===== config.mk =====
export PLATFORM = sky130hd
export DESIGN_NAME = midi_byte_stream_parser_unit
export DESIGN_NICKNAME = d
export VERILOG_FILES = /design/src/sv/mbsp_pkg.sv /design/src/sv/mbsp_step.sv /design/src/sv/mbsp_skid.sv /design/src/sv/midi_byte_stream_parser_unit.sv
export SDC_FILE = /design/constraint.sdc
export NUM_CORES = 1
export LEC_CHECK = 0
export BUFFER_PORTS_ARGS = -buffer_cell sky130_fd_sc_hd__buf_2
export CAP_MARGIN = 15
export CORE_UTILIZATION = 60
export CTS_CLUSTER_DIAMETER = 60
export CTS_CLUSTER_SIZE = 28
export DETAILED_ROUTE_END_ITERATION = 10
export PLACE_DENSITY = 0.83
export SLEW_MARGIN = 20
export SYNTH_ARGS = -nofsm -noshare
export SYNTH_HDL_FRONTEND = slang
export SYNTH_HIERARCHICAL = 1
export SYNTH_SLANG_ARGS = --single-unit
export TNS_END_PERCENT = 100

===== constraint.sdc =====
create_clock -name i_clk -period 16.38 [get_ports i_clk]
set_input_delay 1.638 -clock i_clk [delete_from_list [all_inputs] [get_ports i_clk]]
set_output_delay 1.638 -clock i_clk [all_outputs]
set_load 0.01 [all_outputs]

===== src/sv/mbsp_pkg.sv =====
// Package for the MIDI byte stream parser: status codes, result and state
// types, and the data-byte count lookup. Depends on nothing.
package mbsp_pkg;

    localparam int SYSEX_COUNT_BITS = 16;

    // Status codes (channel messages with the channel nibble cleared).
    localparam logic [7:0] ST_NOTE_OFF    = 8'h80;
    localparam logic [7:0] ST_NOTE_ON     = 8'h90;
    localparam logic [7:0] ST_POLY_PRESS  = 8'hA0;
    localparam logic [7:0] ST_CONTROL     = 8'hB0;
    localparam logic [7:0] ST_PROGRAM     = 8'hC0;
    localparam logic [7:0] ST_CHAN_PRESS  = 8'hD0;
    localparam logic [7:0] ST_PITCH_BEND  = 8'hE0;
    localparam logic [7:0] ST_SYSEX       = 8'hF0;
    localparam logic [7:0] ST_SONG_POS    = 8'hF2;
    localparam logic [7:0] ST_SONG_SEL    = 8'hF3;
    localparam logic [7:0] ST_TUNE_REQ    = 8'hF6;
    localparam logic [7:0] ST_EOX         = 8'hF7;
    localparam logic [7:0] ST_CLOCK       = 8'hF8;
    localparam logic [7:0] ST_START       = 8'hFA;
    localparam logic [7:0] ST_CONTINUE    = 8'hFB;
    localparam logic [7:0] ST_STOP        = 8'hFC;
    localparam logic [7:0] ST_SENSE       = 8'hFE;
    localparam logic [7:0] ST_RESET       = 8'hFF;
    localparam logic [7:0] ST_NONE        = 8'h00;

    localparam logic [7:0] TYPE_MASK      = 8'hF0;
    localparam logic [4:0] CHAN_SYSTEM    = 5'd16;

    // Data bytes needed after a status byte.
    localparam logic [1:0] NEED_ZERO      = 2'd0;
    localparam logic [1:0] NEED_ONE       = 2'd1;
    localparam logic [1:0] NEED_TWO       = 2'd2;
    localparam logic [1:0] NEED_UNKNOWN   = 2'd3;

    localparam logic       KIND_EVENT     = 1'b0;
    localparam logic       KIND_SYSEX     = 1'b1;

    typedef struct packed {
        logic        result_kind;
        logic [7:0]  message_type;
        logic [4:0]  channel;
        logic [6:0]  first_data;
        logic [6:0]  second_data;
        logic [13:0] wide_value;
        logic [15:0] sysex_length;
        logic [63:0] event_time;
    } t_result;

    typedef struct packed {
        logic [7:0]                  running_status;
        logic [7:0]                  pending_type;
        logic [4:0]                  pending_channel;
        logic [1:0]                  bytes_awaited;
        logic [6:0]                  held_data;
        logic                        in_sysex;
        logic [SYSEX_COUNT_BITS-1:0] sysex_count;
    } t_state;

    function automatic logic [1:0] f_data_needed(input logic [7:0] status);
        logic [1:0] need;
        unique case (status) inside
            ST_NOTE_OFF, ST_NOTE_ON, ST_POLY_PRESS, ST_CONTROL, ST_PITCH_BEND,
            ST_SONG_POS:
                need = NEED_TWO;
            ST_PROGRAM, ST_CHAN_PRESS, ST_SONG_SEL:
                need = NEED_ONE;
            ST_TUNE_REQ, ST_CLOCK, ST_START, ST_CONTINUE, ST_STOP, ST_SENSE,
            ST_RESET:
                need = NEED_ZERO;
            default:
                need = NEED_UNKNOWN;
        endcase
        return need;
    endfunction

endpackage


===== src/sv/mbsp_step.sv =====
// Per-byte decode of the MIDI parser: next parser state and the result word.
// Depends on mbsp_pkg.
module mbsp_step
    import mbsp_pkg::*;
(
    input  t_state      i_state,
    input  logic [7:0]  i_data_byte,
    input  logic [63:0] i_time_stamp,
    output t_state      o_state,
    output logic        o_emit,
    output t_result     o_result
);

    localparam int EXT_BITS = SYSEX_COUNT_BITS + 16;

    logic [EXT_BITS-1:0] w_count_ext;
    logic [15:0]         w_length;
    logic [1:0]          w_need;
    logic [7:0]          w_run_type;

    // Build a completed message event from its type, channel and data bytes.
    function automatic t_result f_finish(input logic [7:0] kind_type,
                                         input logic [4:0] chan,
                                         input logic [6:0] a,
                                         input logic [6:0] b,
                                         input logic [63:0] t);
        t_result r;
        r              = '0;
        r.result_kind  = KIND_EVENT;
        r.message_type = kind_type;
        r.channel      = chan;
        r.event_time   = t;
        unique case (kind_type) inside
            ST_NOTE_OFF, ST_NOTE_ON, ST_POLY_PRESS, ST_CONTROL: begin
                r.first_data  = a;
                r.second_data = b;
                if (kind_type == ST_NOTE_ON && b == 7'd0) begin
                    r.message_type = ST_NOTE_OFF;
                end
                if (r.message_type == ST_NOTE_OFF) begin
                    r.second_data = 7'd0;
                end
            end
            ST_PROGRAM, ST_CHAN_PRESS, ST_SONG_SEL: begin
                r.first_data = a;
            end
            ST_PITCH_BEND, ST_SONG_POS: begin
                r.wide_value = {b, a};
            end
            default: begin
            end
        endcase
        return r;
    endfunction

    assign w_count_ext = {16'd0, i_state.sysex_count};
    assign w_length    = (w_count_ext[EXT_BITS-1:16] != '0) ? 16'hFFFF
                                                             : w_count_ext[15:0];
    assign w_need      = f_data_needed(i_data_byte);
    assign w_run_type  = i_state.running_status & TYPE_MASK;

    always_comb begin
        o_state             = i_state;
        o_emit              = 1'b0;
        o_result            = '0;
        o_result.event_time = i_time_stamp;

        if (i_state.in_sysex) begin
            o_result.message_type = ST_SYSEX;
            o_result.channel      = CHAN_SYSTEM;
            o_emit                = 1'b1;
            if (i_data_byte == ST_EOX) begin
                o_state.in_sysex      = 1'b0;
                o_state.sysex_count   = '0;
                o_state.pending_type  = ST_NONE;
                o_result.result_kind  = KIND_EVENT;
                o_result.sysex_length = w_length;
            end else begin
                if (!(&i_state.sysex_count)) begin
                    o_state.sysex_count = i_state.sysex_count + 1'b1;
                end
                o_result.result_kind = KIND_SYSEX;
                o_result.first_data  = i_data_byte[6:0];
            end
        end else if (i_state.bytes_awaited != 2'd0) begin
            // Any byte counts as data here.
            if (i_state.bytes_awaited[1]) begin
                o_state.held_data     = i_data_byte[6:0];
                o_state.bytes_awaited = NEED_ONE;
            end else begin
                o_emit                = 1'b1;
                o_state.pending_type  = ST_NONE;
                o_state.bytes_awaited = 2'd0;
                o_state.held_data     = 7'd0;
                if (f_data_needed(i_state.pending_type) == NEED_TWO) begin
                    o_result = f_finish(i_state.pending_type, i_state.pending_channel,
                                        i_state.held_data, i_data_byte[6:0],
                                        i_time_stamp);
                end else begin
                    o_result = f_finish(i_state.pending_type, i_state.pending_channel,
                                        i_data_byte[6:0], 7'd0, i_time_stamp);
                end
            end
        end else if (i_data_byte[7]) begin
            if (i_data_byte < ST_SYSEX) begin
                o_state.running_status  = i_data_byte;
                o_state.pending_type    = i_data_byte & TYPE_MASK;
                o_state.pending_channel = {1'b0, i_data_byte[3:0]};
                o_state.bytes_awaited   = f_data_needed(i_data_byte & TYPE_MASK);
            end else begin
                if (i_data_byte[7:3] == ST_SYSEX[7:3]) begin
                    o_state.running_status = ST_NONE;
                end
                if (i_data_byte == ST_SYSEX) begin
                    o_state.in_sysex        = 1'b1;
                    o_state.sysex_count     = '0;
                    o_state.pending_type    = ST_SYSEX;
                    o_state.pending_channel = CHAN_SYSTEM;
                end else if (w_need != NEED_UNKNOWN) begin
                    o_state.pending_type    = i_data_byte;
                    o_state.pending_channel = CHAN_SYSTEM;
                    if (w_need == NEED_ZERO) begin
                        o_emit                = 1'b1;
                        o_state.pending_type  = ST_NONE;
                        o_state.bytes_awaited = 2'd0;
                        o_state.held_data     = 7'd0;
                        o_result = f_finish(i_data_byte, CHAN_SYSTEM, 7'd0, 7'd0,
                                            i_time_stamp);
                    end else begin
                        o_state.bytes_awaited = w_need;
                    end
                end
            end
        end else if (i_state.running_status != ST_NONE) begin
            o_state.pending_type    = w_run_type;
            o_state.pending_channel = {1'b0, i_state.running_status[3:0]};
            if (f_data_needed(w_run_type) == NEED_ONE) begin
                o_emit                = 1'b1;
                o_state.pending_type  = ST_NONE;
                o_state.bytes_awaited = 2'd0;
                o_state.held_data     = 7'd0;
                o_result = f_finish(w_run_type, {1'b0, i_state.running_status[3:0]},
                                    i_data_byte[6:0], 7'd0, i_time_stamp);
            end else begin
                o_state.held_data     = i_data_byte[6:0];
                o_state.bytes_awaited = NEED_ONE;
            end
        end
    end

endmodule


===== src/sv/mbsp_skid.sv =====
// Result register with a one-word skid stage for the MIDI parser.
// Depends on mbsp_pkg.
module mbsp_skid
    import mbsp_pkg::*;
(
    input  logic    i_clk,
    input  logic    i_rst_n,
    input  logic    i_push,
    input  t_result i_result,
    output logic    o_full,
    output logic    o_valid,
    input  logic    i_stall,
    output t_result o_result
);

    logic    r_out_valid;
    logic    r_skid_valid;
    t_result r_out;
    t_result r_skid;
    logic    w_free;

    assign w_free = !r_out_valid || !i_stall;

    always_ff @(posedge i_clk) begin
        if (!i_rst_n) begin
            r_out_valid  <= 1'b0;
            r_skid_valid <= 1'b0;
        end else if (w_free) begin
            if (r_skid_valid) begin
                r_out        <= r_skid;
                r_skid_valid <= 1'b0;
            end else if (i_push) begin
                r_out       <= i_result;
                r_out_valid <= 1'b1;
            end else begin
                r_out_valid <= 1'b0;
            end
        end else if (i_push) begin
            // Park the new word while the output is held.
            r_skid       <= i_result;
            r_skid_valid <= 1'b1;
        end
    end

    assign o_full   = r_skid_valid;
    assign o_valid  = r_out_valid;
    assign o_result = r_out;

endmodule


===== src/sv/midi_byte_stream_parser_unit.sv =====
// Top level of the MIDI byte stream parser: parser state register, per-byte
// decode and result skid buffer. Depends on mbsp_pkg, mbsp_step, mbsp_skid.
//
//  channel  | direction | handshake                  | word
//  ---------+-----------+----------------------------+---------------------------
//  input    | in        | i_in_valid / o_in_stall    | data byte + time stamp
//  output   | out       | o_out_valid / i_out_stall  | decoded event or SysEx byte
//
// One byte is accepted per cycle while the skid stage has room; its result
// word is decoded combinationally and registered in the output stage.
// Reset clears the running status, pending message and SysEx count at once.
// A stalled output holds its word; one more word parks in the skid stage, and
// the input stalls only while that stage is full.
module midi_byte_stream_parser_unit
    import mbsp_pkg::*;
(
    input  logic        i_clk,
    input  logic        i_rst_n,

    input  logic        i_in_valid,
    output logic        o_in_stall,
    input  logic [7:0]  i_data_byte,
    input  logic [63:0] i_time_stamp,

    output logic        o_out_valid,
    input  logic        i_out_stall,
    output logic        o_result_kind,
    output logic [7:0]  o_message_type,
    output logic [4:0]  o_channel,
    output logic [6:0]  o_first_data,
    output logic [6:0]  o_second_data,
    output logic [13:0] o_wide_value,
    output logic [15:0] o_sysex_length,
    output logic [63:0] o_event_time
);

    t_state  r_state;
    t_state  n_state;
    logic    w_emit;
    logic    w_accept;
    logic    w_full;
    t_result w_result;
    t_result w_out;

    // Accept whenever the skid stage has room.
    assign w_accept   = i_in_valid && !w_full;
    assign o_in_stall = w_full;

    mbsp_step u_step (
        .i_state      (r_state),
        .i_data_byte  (i_data_byte),
        .i_time_stamp (i_time_stamp),
        .o_state      (n_state),
        .o_emit       (w_emit),
        .o_result     (w_result)
    );

    // Advance the parser state only on an accepted byte.
    always_ff @(posedge i_clk) begin
        if (!i_rst_n) begin
            r_state <= '0;
        end else if (w_accept) begin
            r_state <= n_state;
        end
    end

    mbsp_skid u_skid (
        .i_clk    (i_clk),
        .i_rst_n  (i_rst_n),
        .i_push   (w_accept && w_emit),
        .i_result (w_result),
        .o_full   (w_full),
        .o_valid  (o_out_valid),
        .i_stall  (i_out_stall),
        .o_result (w_out)
    );

    assign o_result_kind  = w_out.result_kind;
    assign o_message_type = w_out.message_type;
    assign o_channel      = w_out.channel;
    assign o_first_data   = w_out.first_data;
    assign o_second_data  = w_out.second_data;
    assign o_wide_value   = w_out.wide_value;
    assign o_sysex_length = w_out.sysex_length;
    assign o_event_time   = w_out.event_time;

    // A parked word always sits behind a valid output word.
    a_skid_behind_out: assert property (@(posedge i_clk) disable iff (!i_rst_n)
        w_full |-> o_out_valid)
        else $error("skid word present without output word");

    // A result produced while the output is held must land in the skid stage.
    a_park_on_stall: assert property (@(posedge i_clk) disable iff (!i_rst_n)
        (o_out_valid && i_out_stall && !w_full && w_accept && w_emit) |=> w_full)
        else $error("result lost while output stalled");

    // Inside SysEx the pending type stays the SysEx code.
    a_sysex_pending: assert property (@(posedge i_clk) disable iff (!i_rst_n)
        r_state.in_sysex |-> (r_state.pending_type == ST_SYSEX))
        else $error("SysEx active with wrong pending type");

    // Awaited data implies a defined pending message outside SysEx.
    a_await_pending: assert property (@(posedge i_clk) disable iff (!i_rst_n)
        (r_state.bytes_awaited != 2'd0) |->
            (r_state.pending_type != ST_NONE && !r_state.in_sysex))
        else $error("data awaited without pending message");

endmodule


-- Yosys cells after proc, flatten, opt, wreduce, memory -nomap -nowiden
Index checks and enable logic that the tools add are counted.
- add/sub/neg operators: 1
- $lt $le $gt $ge: 1
- eq/ne operators: 65
- muxes and demuxes: 90
- bitwise gates (word level): 5
- reductions and logical operators: 45
- operators with widths (operator ; number):
    $mux 122 ; 8
    $mux 121 ; 4
    $eq 8x8->1 const B ; 35
    $mux 8 ; 21
    $mux 22 ; 6
    $mux 7 ; 10
    $mux 17 ; 4
    $mux 16 ; 4
    $mux 64 ; 1
    $eq 4x4->1 const B ; 14
    $mux 21 ; 2
    $mux 24 ; 1
    $mux 23 ; 1
    $reduce_or 7->1 ; 3
    $reduce_and 5->1 ; 4
    $mux 9 ; 2
    $reduce_or 6->1 ; 3
    $add 16x1->16 const B ; 1
    $mux 2 ; 8
    $reduce_and 16->1 ; 1
    $mux 14 ; 1
    $mux 13 ; 1
    $mux 1 ; 12
    $pmux 2 s3 ; 2
    other kinds (31) ; 58
- register bits after elaboration: 293
- output and inout bits: 124
- word-level logic and storage cells: 232

-- Longest topological paths before layout
- depth in word-level cells: 20
- depth in mapped cells: 12

-- Hierarchy
Netlist, hierarchy kept.
- modules (own cells, without submodules) (module ; times used ; cells an instance ; area each (µm²)):
    mbsp_skid ; 1 ; 391 ; 9082.5
    mbsp_step ; 1 ; 428 ; 2651.3
    midi_byte_stream_parser_unit ; 1 ; 206 ; 1890.6

-- Worst setup path before layout
OpenSTA, ideal clock, no wires.
- path kind: input-to-reg
- from: input i_data_byte[3]
- to: register u_skid.r_out (netlist bit u_skid/o_result[0]) (enable)
- library setup time: 0.644 ns
- data arrival time: 9.105 ns
- required time: 15.736 ns
- path slack: 6.632 ns
- stages on the path: 10
- path buffers: 1
- cell sequence: buf_2 a21oi_1 o21ai_0 nand2_1 nor3_1 nand2b_1 or2_2 and2_1 o21ai_0 a21oi_1
- cells in the longest elaborated chain, start to end: 14
- elaborated cells between the ends (all ways): 34
- classes of those cells: 1 x order compare; 18 x eq/ne; 8 x mux; 7 x reduce/logical
- ends and longest elaborated chain (what ; line ; RTL):
    start, declared ; midi_byte_stream_parser_unit.sv:22 ; input logic [7:0] i_data_byte,
    $eq 8x8->1 ; mbsp_step.sv:59 ; assign w_need = f_data_needed(i_data_byte);
    $reduce_or 7->1, or another cell as far along ; mbsp_pkg.sv:63 ; unique case (status) inside
    $pmux 2 s3 ; mbsp_pkg.sv:63 ;
    $logic_not 2->1 ; mbsp_step.sv:122 ; if (w_need == NEED_ZERO) begin
    $mux 1 ; mbsp_step.sv:122 ;
    $mux 1 ; mbsp_step.sv:119 ; end else if (w_need != NEED_UNKNOWN) begin
    $mux 1 ; mbsp_step.sv:114 ; if (i_data_byte == ST_SYSEX) begin
    $mux 1 * ; mbsp_step.sv:105 ; if (i_data_byte < ST_SYSEX) begin
    $mux 1 * ; mbsp_step.sv:104 ; end else if (i_data_byte[7]) begin
    $mux 1 * ; mbsp_step.sv:85 ; end else if (i_state.bytes_awaited != 2'd0) begin
    $mux 1 * ; mbsp_step.sv:68 ; if (i_state.in_sysex) begin
    named net w_emit ; midi_byte_stream_parser_unit.sv:39 ; logic w_emit;
    $logic_and 1x1->1 * ; midi_byte_stream_parser_unit.sv:70 ; .i_push (w_accept && w_emit),
    $reduce_bool 2->1 (no source line) * ; - ;
    $reduce_and 3->1 (no source line) * ; - ;
    end signal, assigned ; mbsp_skid.sv:30 ; r_out <= r_skid;
    end signal, assigned ; mbsp_skid.sv:33 ; r_out <= i_result;
    end, declared ; mbsp_skid.sv:18 ; t_result r_out;
The timed path passes the listed nets; every way through them passes the cells marked *.
A chain may end at the register's enable or synchronous reset.

-- Final worst setup path
- from: input i_data_byte[1]
- to: register u_skid.r_out (netlist bit u_skid/o_result[108]) (enable)
Same word-level chain as after synthesis.

==> metrics.txt <==
status=finished, violations left; violated checks=design-rule violations; final RePlAce weighted congestion=0.939; max cap viols=0; Post-DP HPWL=18900 µm; CTS root buf=clkbuf_16; Seq pwr share=0.545; largest net degree at the start of global routing=98; post-CTS setup buffers=0; H-tree depth=1; critical setup path kind=in -> reg; Post-synth ARST share=0; DRT iter0 DRCs=750; total wire length=28000 µm; initial antenna violation count=2; most common cell after layout, fill and taps aside=edfxtp_1; core area=22000 µm²; worst min-delay path category=reg -> reg; logic gate share of total power=0.071; switch share=0.244; pre-CTS setup slack=10.35 ns; routed via count=8420; top_reg_cell synth=edfxtp_1; post-layout instance area=15000 µm²; Max Clock Skew=0.0282 ns; first-pass GRT wire length=44000 µm; TritonCTS Buffers=22; Pleak=5.55 nW; Mapped Cells=1025; Ys Warns=6; share of layout cells above drive strength 1=0.341; RSZ-0062 raised after global routing=false; Setup crit end kind=flop; Critical-path top delay cell=buf_4; clock network power share=0.383; Mapped Nets=1102; Synth Area per Inst=13.3 µm²; max incr delay on CP=0.79 ns; Internal=1.15 mW; Slew @ Worst Pin=0.990 ns; Slew HR=0.340; hold_buf cts=0; Ports=200; number of nets in the layout=1207; I/O Buffers=199; Min Clock Period, post-route=5.58 ns; most frequent cells in the layout=244 x edfxtp_1, 199 x buf_2, 140 x nand2_1; Starting Density=0.619; die boundary height=153 µm; DRT antenna net count=0; Max Root-Sink Buffers=3; number of clock sinks=293; VDD IR max=79.5 µV; drt first pass iters=8; final setup vio count=0; Worst setup SP type=primary input; P&R area growth vs syn=10.3%; worst-path fanout max=68; Setup TNS Final=0 ns; Setup WS post-layout=10.80 ns; Post-synth EDFFs=244; final core occ=0.683; fin crit share=0.341; Worst EP required=16.53 ns; Wirelength per Cell=19.6 µm; Synth Register Bits=293; worst-path cell chain=buf_2 > a21oi_1 > o21ai_0 > nand2_1 > nor3_1 > nand2b_1 > or2_2 > and2_1 > o21ai_0 > a21oi_4 > buf_4 > buf_4; Die Area=23300 µm²; via/cell ratio=5.90; GR Overflow Total=0; Residual DRC=26; Final Hold Viols=0; Clock Latency Late Sink=0.54 ns; post-place instance area=14200 µm²; CTS resizes=0; placement row count=54; CP arrival=5.74 ns; power per standard cell area=101 nW/µm²; Yosys cell types=65; total power draw=1.52 mW; Die X=153 µm; Filler cells=1536; CTS tree=done; Slew Limit Fails=0; Seq/Total Area, Yosys=0.610; synthesized area=13600 µm²; P_sw=372 µW; Clock Pin Slew Worst Setup and Hold Paths=0.08 ns; Fmax=179 MHz; number of global-route vias before repair=7897; total track usage=0.238
-- power groups by stage --
stage               Combinational [mW]  Sequential [mW]  Clock (mW)
global route                     0.118            0.831       0.620
global placement                 0.106            0.846           0
CTS                              0.108            0.829       0.594
detailed placement               0.107            0.846           0
finish                           0.109            0.829       0.582
floorplan                       0.0782            0.850           0
-- through the flow --
step                      instances  hold WS, ns
after global routing           1426        0.513
final                          1426        0.490
after floorplan                1025        0.431
after detailed placement       1386        0.485
after CTS                      1424        0.495
after global placement         1386        0.474
-- cell usage after synthesis (10+ instances only) --
cell type,n,share of area
clkbuf_1,24,0.0066
buf_4,67,0.037
buf_2,23,0.0084
nand3_1,15,0.0055
nand2_1,140,0.039
a22oi_1,11,0.0061
mux2_2,75,0.062
nor2_1,35,0.0096
nor3_1,10,0.0037
o21ai_0,32,0.012
mux2i_1,47,0.035
dfxtp_1,49,0.072
buf_6,11,0.0091
and2_1,31,0.014
mux2_4,48,0.053
a22o_1,25,0.016
edfxtp_1,244,0.54
a21oi_1,23,0.0084
-- cells by family (layout without fill, tap and decap cells) --
group	Yosys count	after routing	share of synthesized area
flops	293	293	0.610
simple gates	284	284	0.102
mux	170	170	0.149
compound gates	142	142	0.0730
buf+inv	134	253	0.0645
fa+ha+maj	1	1	0.000918
xor+xnor	1	1	0.000643
other cells	0	2	0
-- final timing paths --
path	cells past startpoint	to	slack [ns]	start
worst max-delay path	12	u_skid/o_result[108]$_DFFE_PP_	10.80	i_data_byte[1]
worst min-delay path	2	r_state[10]$_SDFFE_PN0P_	0.49	r_state[10]$_SDFFE_PN0P_
worst max register to register	11	u_skid/o_result[108]$_DFFE_PP_	12.38	r_state[45]$_SDFFE_PN0P_
worst min register to register	2	r_state[10]$_SDFFE_PN0P_	0.49	r_state[10]$_SDFFE_PN0P_
-- per-layer routing --
layer,up-vias,track usage,part of all wire
met3,37,0.0358,0.071
met5,-,0,0
met1,4093,0.332,0.43
li1,3953,-,-
met4,0,0.0596,0.019
met2,337,0.393,0.48
-- state kept, by name, indices dropped and copies added, names as in the netlist --
signal / count
u_skid/o_result: 122
u_skid/r_skid: 122
r_state: 47
u_skid/o_full: 1
u_skid/o_valid: 1
-- worst max-delay path: cells and delay by family --
kind,cells,cell delay (ns)
buffers and inverters,3,1.66
AOI/OAI and AO/OA,4,1.12
and+or+nand+nor,5,1.22
-- layout make-up --
class / count / area (µm²) / area share
Tap cell: 280 / 350 / 0.0233
Inverter: 7 / 26.3 / 0.00175
Multi-Input combinational cell: 598 / 4470 / 0.297
Sequential cell: 293 / 8310 / 0.553
Antenna cell: 2 / 5.00 / 0.000333
Timing Repair Buffer: 208 / 1060 / 0.0707
Clock buffer: 22 / 551 / 0.0366
Clock inverter: 16 / 254 / 0.0169
No activity file was read; power rests on OpenSTA's default activity.
